File: src/design/byte_ring_buffer_peek_skip_unit_assert.svh
// Assertion macros for the byte ring buffer peek/skip unit
`ifndef BYTE_RING_BUFFER_PEEK_SKIP_UNIT_ASSERT_SVH
`define BYTE_RING_BUFFER_PEEK_SKIP_UNIT_ASSERT_SVH
`ifndef SYNTHESIS
`define BRB_ASSERT_IMPLY(lbl, ante, cons, msg) \
	lbl: assert property (@(posedge clk) disable iff (!arst_n) (ante) |-> (cons)) \
		else $error(msg);
`define BRB_ASSERT_NEXT(lbl, ante, cons, msg) \
	lbl: assert property (@(posedge clk) disable iff (!arst_n) (ante) |=> (cons)) \
		else $error(msg);
`else
`define BRB_ASSERT_IMPLY(lbl, ante, cons, msg)
`define BRB_ASSERT_NEXT(lbl, ante, cons, msg)
`endif
`endif

File: src/design/brb_pkg.sv
// Shared constants, types and helpers of the byte ring buffer
`timescale 1ns / 1ps
package brb_pkg;
	localparam int DEPTH      = 1024;
	localparam int MAX_BURST  = 64;
	localparam int ADDR_W     = $clog2(DEPTH);
	localparam int CAP_W      = 11;
	localparam int CNT_W      = 7;
	localparam int BYTE_W     = 8;
	localparam int FUNC_W     = 3;
	localparam int IN_TDATA_W  = 16;
	localparam int OUT_TDATA_W = 32;
	localparam int OUT_PAD_W   = OUT_TDATA_W - BYTE_W - CNT_W - CAP_W;
	localparam int IN_PAD_W    = IN_TDATA_W - BYTE_W - CNT_W;

	localparam logic [CAP_W-1:0] CAP_MAX   = CAP_W'(DEPTH);
	localparam logic [CNT_W-1:0] BURST_MAX = CNT_W'(MAX_BURST);

	typedef enum logic [FUNC_W-1:0] {
		FN_WRITE  = 3'd0,
		FN_READ   = 3'd1,
		FN_PEEK   = 3'd2,
		FN_REMOVE = 3'd3,
		FN_CLEAR  = 3'd4
	} func_t;

	typedef enum logic {
		ST_IDLE,
		ST_BURST
	} state_t;

	typedef struct packed {
		logic             cfg_we;
		logic             accept;
		logic             issue;
		logic             issue_last;
		logic [CNT_W-1:0] done;
	} cmd_t;

	typedef struct packed {
		logic             valid_s1;
		logic             out_free;
		logic             burst_start;
		logic [CNT_W-1:0] burst_n;
	} status_t;

	function automatic logic [ADDR_W-1:0] ring_adv(input logic [ADDR_W-1:0] pos,
			input logic [CNT_W-1:0] n, input logic [CAP_W-1:0] cap);
		logic [CAP_W:0] sum;
		sum = (CAP_W+1)'(pos) + (CAP_W+1)'(n);
		if (sum >= {1'b0, cap}) begin
			sum = sum - {1'b0, cap};
		end
		return sum[ADDR_W-1:0];
	endfunction
endpackage

File: src/design/brb_ctrl.sv
// Controller state machine: accepts words, sequences read and peek bursts
`timescale 1ns / 1ps
module brb_ctrl (
	input  logic              clk,
	input  logic              arst_n,
	input  logic              s_tvalid,
	input  logic              cfg_valid,
	input  brb_pkg::status_t  st,
	output logic              s_tready,
	output logic              cfg_ready,
	output brb_pkg::cmd_t     cmd
);
	brb_pkg::state_t state_q, state_d;
	logic [brb_pkg::CNT_W-1:0] rem_q;
	logic [brb_pkg::CNT_W-1:0] total_q;

	always_ff @(posedge clk or negedge arst_n) begin
		if (!arst_n) begin
			state_q <= brb_pkg::ST_IDLE;
			rem_q   <= '0;
			total_q <= '0;
		end else begin
			state_q <= state_d;
			if (cmd.accept && st.burst_start) begin
				rem_q   <= st.burst_n;
				total_q <= st.burst_n;
			end else if (cmd.issue) begin
				rem_q <= rem_q - brb_pkg::CNT_W'(1);
			end
		end
	end

	always_comb begin
		state_d   = state_q;
		s_tready  = 1'b0;
		cfg_ready = 1'b0;
		cmd       = '0;
		unique case (state_q)
			brb_pkg::ST_IDLE: begin
				cfg_ready  = !st.valid_s1;
				s_tready   = !st.valid_s1 && st.out_free && !cfg_valid;
				cmd.cfg_we = cfg_valid && !st.valid_s1;
				cmd.accept = s_tvalid && !st.valid_s1 && st.out_free && !cfg_valid;
				if (cmd.accept && st.burst_start) begin
					state_d = brb_pkg::ST_BURST;
				end
			end
			brb_pkg::ST_BURST: begin
				cmd.issue      = !st.valid_s1 || st.out_free;
				cmd.issue_last = (rem_q == brb_pkg::CNT_W'(1));
				cmd.done       = cmd.issue_last ? total_q : '0;
				if (cmd.issue && cmd.issue_last) begin
					state_d = brb_pkg::ST_IDLE;
				end
			end
			default: state_d = brb_pkg::ST_IDLE;
		endcase
	end
endmodule

File: config.mk
export PLATFORM = sky130hd
export DESIGN_NAME = brb_ctrl
export DESIGN_NICKNAME = d
export VERILOG_FILES = /design/src/design/byte_ring_buffer_peek_skip_unit_assert.svh /design/src/design/brb_pkg.sv /design/src/design/brb_ctrl.sv
export SDC_FILE = /design/constraint.sdc
export NUM_CORES = 1
export LEC_CHECK = 0
export ABC_AREA = 1
export BUFFER_PORTS_ARGS = -buffer_cell sky130_fd_sc_hd__buf_2
export CORE_UTILIZATION = 45
export CTS_CLUSTER_DIAMETER = 80
export DETAILED_ROUTE_END_ITERATION = 10
export PLACE_DENSITY_LB_ADDON = 0.1
export SLEW_MARGIN = 25
export SYNTH_ARGS = -nofsm -noshare
export SYNTH_HDL_FRONTEND = slang
export SYNTH_SLANG_ARGS = --single-unit
File: constraint.sdc
create_clock -name clk -period 2.1 [get_ports clk]
set_clock_uncertainty 0.05 [all_clocks]
set_input_delay 0.105 -clock clk [delete_from_list [all_inputs] [get_ports clk]]
set_output_delay 0.105 -clock clk [all_outputs]
set_load 0.02 [all_outputs]
==> results of run 1 <==
==> cell families (layout without fill, tap and decap cells) <==
logic type	after synthesis	count (layout)	share of synthesized area
flops	15	15	0.401
simple gates	74	74	0.369
buf+inv	27	58	0.116
fa+ha+maj	2	2	0.0267
compound gates	13	13	0.0775
xor+xnor	1	1	0.00936
==> power breakdown <==
part / switching [mW] / total (mW) / internal [mW]
clock: 0.0991 / 0.170 / 0.0708
combinational: 0.350 / 0.566 / 0.216
sequential: 0.106 / 0.529 / 0.423
total: 0.555 / 1.26 / 0.710
==> critical path, cell delays in order, from the launching register on <==
cell and delay, ns:
dfrtp_1 0.43, nor2_1 0.25, and2_1 0.20, nand4_2 0.21, nor2_1 0.15, buf_2 0.18
==> cells in the final DEF (no fill, tap or decap), drive strengths merged <==
cell and count:
nand2 35, buf 26, inv 26, nor2 24
dfrtp 15, o21ai 13, nand4 8, nand3 4
clkbuf 3, ha 2, dlygate4sd3 2, and2 1
and3 1, nand3b 1, xor2 1, clkinv 1
==> registers in the layout (all words and copies together), names as in the netlist <==
signal / cells
total_q: 7
rem_q: 7
state_q: 1
==> through the flow <==
step / util / hold slack (ns)
floorplan: - / -0.241
global placement: 0.555 / -0.0141
detailed placement: 0.555 / -0.0208
CTS: 0.579 / 0.0491
global route: 0.579 / 0.0768
finish: 0.579 / 0.0461
==> path summary, 6_finish.rpt <==
check | startpoint | to | cells past startpoint
max reg2reg | state_q | rem_q[5] | 6
min in group asynchronous | arst_n | rem_q[3] | 2
max in group asynchronous | arst_n | state_q | 2
max | rem_q[3] | cmd[0] | 5
min | st[3] | total_q[3] | 3
min reg2reg | total_q[1] | total_q[1] | 2
==> per-layer routing <==
layer	vias up	wire length [um]
li1	470	-
met1	388	951
met2	25	871
met3	4	92
met4	0	42
met5	-	0
==> repair_timing <==
| item | 4_1_cts | 5_1_grt |
|---|---|---|
| hold buffers | 2 | 0 |
| hold endpoints to repair | 16 | 0 |
| setup endpoints to repair | 0 | 0 |
| buffers inserted | 0 | 0 |
==> area by class of cell <==
type                       instances  share of cell area
sequential                        15               0.330
timing repair buffer              28               0.132
inverter                          26              0.0859
multi-input combinational         90               0.398
clock buffer                       3              0.0198
clock inverter                     1             0.00441
tap                               27              0.0297
==> impl_metrics.json, run 1 <==
{
  "max-slew-margin-rel": 0.770,
  "synth.avg_cell_area_um2": 7.09,
  "dp_hpwl_um": 1500,
  "die-area_mm2": 0.00227,
  "dp_slack_ns": 0.545,
  "nFillCells": 211,
  "grt_use_total": 0.192,
  "drive_gt1_frac": 0.233,
  "synth_area_um2": 936,
  "start_util": 0.477,
  "cts_num_sinks": 15,
  "end_kind": "output port",
  "antenna_found_initial": 0,
  "dr.pass1.iters": 4,
  "seq_area_um2": 375,
  "slew_viol_final": 0,
  "final_cells": 190,
  "arrival_ns": 1.70,
  "first_iter_violations": 8,
  "rows": 16,
  "worstPathRequired_ns": 1.95,
  "worstMarginPinSlew_ns": 0.346,
  "rsz0062_at_grt": "false",
  "fin_area_mm2": 0.00114,
  "grt_pass1_vias": 681,
  "fin_crit_sh": 0.885,
  "irDropWorstVdd_mv": 0.618,
  "powerDensity_mw_per_mm2": 1110,
  "drt-total-wl_um": 1960,
  "synth_top_cell_area_share": 0.401,
  "via_count": 887,
  "cts_tree": "built",
  "grt_start_max_net_pins": 16,
  "grt-busiest-layer": "met2",
  "core_area_mm2": 0.00196,
  "syn-num-nets": 148,
  "root_buffer": "clkbuf_4",
  "hold_viol_final": 0,
  "critPathKind": "flip-flop to output port",
  "synthCells": 132,
  "dp.cells": 184,
  "grt_pass1_wl_um": 2930,
  "holdCritPathClass": "input pin to flip-flop",
  "post_dp_cell_area_mm2": 0.00109,
  "power_leakage_nw": 0.691,
  "ys_seq_area_frac": 0.401,
  "place_congestion": 0.751,
  "multiInputGateArea_um2": 452,
  "gr-total-overflow": 0,
  "vias_per_cell": 4.67,
  "htreeDepth": 1,
  "cts_max_path_buffers": 2,
  "final_nets": 180,
  "tns_ns": 0,
  "synth.most_common_cell": "nand2_1",
  "met2_usage": 0.315,
  "met3_usage": 0.0226,
  "die_y_um": 47.6,
  "fmax_mhz": 538,
  "die_x_um": 47.6,
  "cts-resized-gates": 0,
  "synth_edf_count": 0,
  "synth_ff_type": "dfrtp_1",
  "cts.clk_slew.worst_paths_ns": 0.10,
  "r2r_slack_ns": 0.58,
  "yosysUniqueCellTypes": 20,
  "ios": 27,
  "yosysWarnings": 0,
  "setup_viol": 0,
  "p_total_mw": 1.26,
  "status": "finished, final reports clean",
  "io_buffer_count": 26,
  "area_growth_pct": 21.4,
  "start_kind": "flip-flop",
  "cts-buffers-inserted": 3,
  "grtUsageMet1": 0.249,
  "ant_nets": 0,
  "ys_seq_elements": 15,
  "yosysTopAreaCell": "dfrtp_1",
  "cp_max_fo": 8,
  "worst_slack_ns": 0.242,
  "synth_area_leaders": "dfrtp_1 (40%), nand2_1 (13%), inv_1 (10%)",
  "ys_async_sr_fraction": 1.00,
  "wl_per_cell_um": 10.3,
  "drcViolationCount": 0,
  "min_period_ns": 1.86,
  "clk_latency_ns": 0.29,
  "antennaDiodeCount": 0,
  "synth_common_cells": "nand2_1 (33), inv_1 (25), nor2_1 (23), dfrtp_1 (15), o21ai_0 (10)",
  "cap_viol_max_count": 0
}
Power figures use the tool's default switching activity.
==> inputs of run 2 (changes only) <==
RECOVER_POWER = 50   (was default)
==> run 2 against run 1 <==
Worst setup slack improved by 0.0068 ns. Critical path type unchanged. Largest cell class unchanged. Combinational power fell by 1%. First-iteration DRC count fell by 13%. Sequential power fell by 1%. Final cell count did not move. Clock power barely moved.
==> impl_metrics.json, run 2 (synthesis gave the netlist of run 1 again) <==
{
  "post-cts-setup-buffer-count": 0,
  "dp_hpwl_um": 1500,
  "grt_use_total": 0.192,
  "crit_slowest_cell": "dfrtp_1",
  "fmax_mhz": 540,
  "die_x_um": 47.6,
  "dr.pass1.iters": 4,
  "die-area_mm2": 0.00227,
  "crit_buf_inv": 1,
  "tns_ns": 0,
  "core_area_mm2": 0.00196,
  "cts_num_sinks": 15,
  "cp_max_fo": 8,
  "drive_gt1_frac": 0.209,
  "root_buffer": "clkbuf_4",
  "powerDensity_mw_per_mm2": 1110,
  "die_y_um": 47.6,
  "critPathKind": "flip-flop to output port",
  "cts-resized-gates": 0,
  "cp_cell_sequence": "nor2_1, and2_1, nand4_2, nor2_1, buf_2",
  "grt_pass1_wl_um": 2930,
  "vias_per_cell": 4.68,
  "wl_per_cell_um": 10.3,
  "worst_slack_ns": 0.249,
  "arrival_ns": 1.70,
  "cp_common_cell": "nor2_1",
  "antennaDiodeCount": 0,
  "holdCritPathClass": "input pin to flip-flop",
  "timing.critical_path.max_delay_family": "simple AND/OR/NAND/NOR gates",
  "drcViolationCount": 0,
  "rsz0062_at_grt": "false",
  "end_kind": "output port",
  "ios": 27,
  "max-slew-margin-rel": 0.446,
  "gr-total-overflow": 0,
  "power_leakage_nw": 0.681,
  "cts_tree": "built",
  "postLayoutCoreUtil": 0.573,
  "via_count": 889,
  "min_period_ns": 1.85,
  "final_nets": 180,
  "ant_nets": 0,
  "hold_viol_final": 0,
  "htreeDepth": 1,
  "drt-total-wl_um": 1960,
  "start_util": 0.477,
  "worstMarginPinSlew_ns": 0.831,
  "rows": 16,
  "antenna_found_initial": 0,
  "worstPathRequired_ns": 1.95,
  "dp_slack_ns": 0.545,
  "cts.clk_slew.worst_paths_ns": 0.10,
  "reg_top3": "rem_q (7), total_q (7), state_q (1)",
  "fin_crit_sh": 0.882,
  "start_kind": "flip-flop",
  "max_stage_delay_ns": 0.43,
  "final_common_cell": "nand2_1",
  "cap_viol_max_count": 0,
  "area_growth_pct": 20.2,
  "place_congestion": 0.751,
  "cts-buffers-inserted": 3,
  "cts_max_path_buffers": 2,
  "setup_viol": 0,
  "status": "finished, final reports clean",
  "clk_latency_ns": 0.29,
  "grt_pass1_vias": 681,
  "io_buffer_count": 26,
  "slew_viol_final": 0,
  "final_cell_mix": "nand2_1 (33), inv_1 (25), nor2_1 (24)",
  "first_iter_violations": 7,
  "grt_start_max_net_pins": 16,
  "irDropWorstVdd_mv": 0.618
}
==> run 2: timing repair <==
item | CTS | global route
endpoints found under the setup margin | 0 | 0
hold buffers | 2 | 0
endpoints found under the hold margin | 16 | 0
==> run 2: report_power, final <==
group	internal (mW)	switching, mW
logic	0.208	0.351
registers	0.423	0.0999
clock network	0.0708	0.0989
==> run 2: final cells by class <==
type / instances / area (um^2)
clock buffers: 3 / 22.5
clock inverters: 1 / 5.00
fillers: 213 / 837
inverters: 26 / 97.6
multi-input cells: 90 / 444
flip-flops and latches: 15 / 375
well taps: 27 / 33.8
repair buffers: 28 / 146
==> run 2: worst min-delay path, stage by stage <==
cell	delay (ns)
buf_2	0.07
nand2_1	0.08
o21ai_0	0.09
==> run 2: stage by stage <==
stage	hold WS [ns]	instances	power, mW	area, um^2
2_1_floorplan	-0.241	132	0.958	936
3_3_place_gp	-0.0141	184	1.07	1090
3_5_place_dp	-0.0208	184	1.10	1090
4_1_cts	0.0491	190	1.27	1140
5_1_grt	0.0768	190	1.38	1120
6_report	0.0452	190	1.25	1120
==> run 2: final timing paths <==
path / endpoint / slack (ns) / from / cells after the start
worst max register to register: rem_q[5] / 0.44 / state_q / 6
worst min-delay path: total_q[3] / 0.05 / st[3] / 3
worst min register to register: total_q[1] / 0.45 / total_q[1] / 2
worst max-delay path: cmd[0] / 0.25 / rem_q[3] / 5
min in group asynchronous: rem_q[3] / 0.38 / arst_n / 2
max in group asynchronous: state_q / 1.11 / arst_n / 2
==> run 2: routing by layer <==
metal	GRT usage	up-vias	part of all wire
met4	0.100	0	0.021
met5	0	-	0
met1	0.249	390	0.49
li1	-	470	-
met2	0.315	25	0.44
met3	0.0226	4	0.045
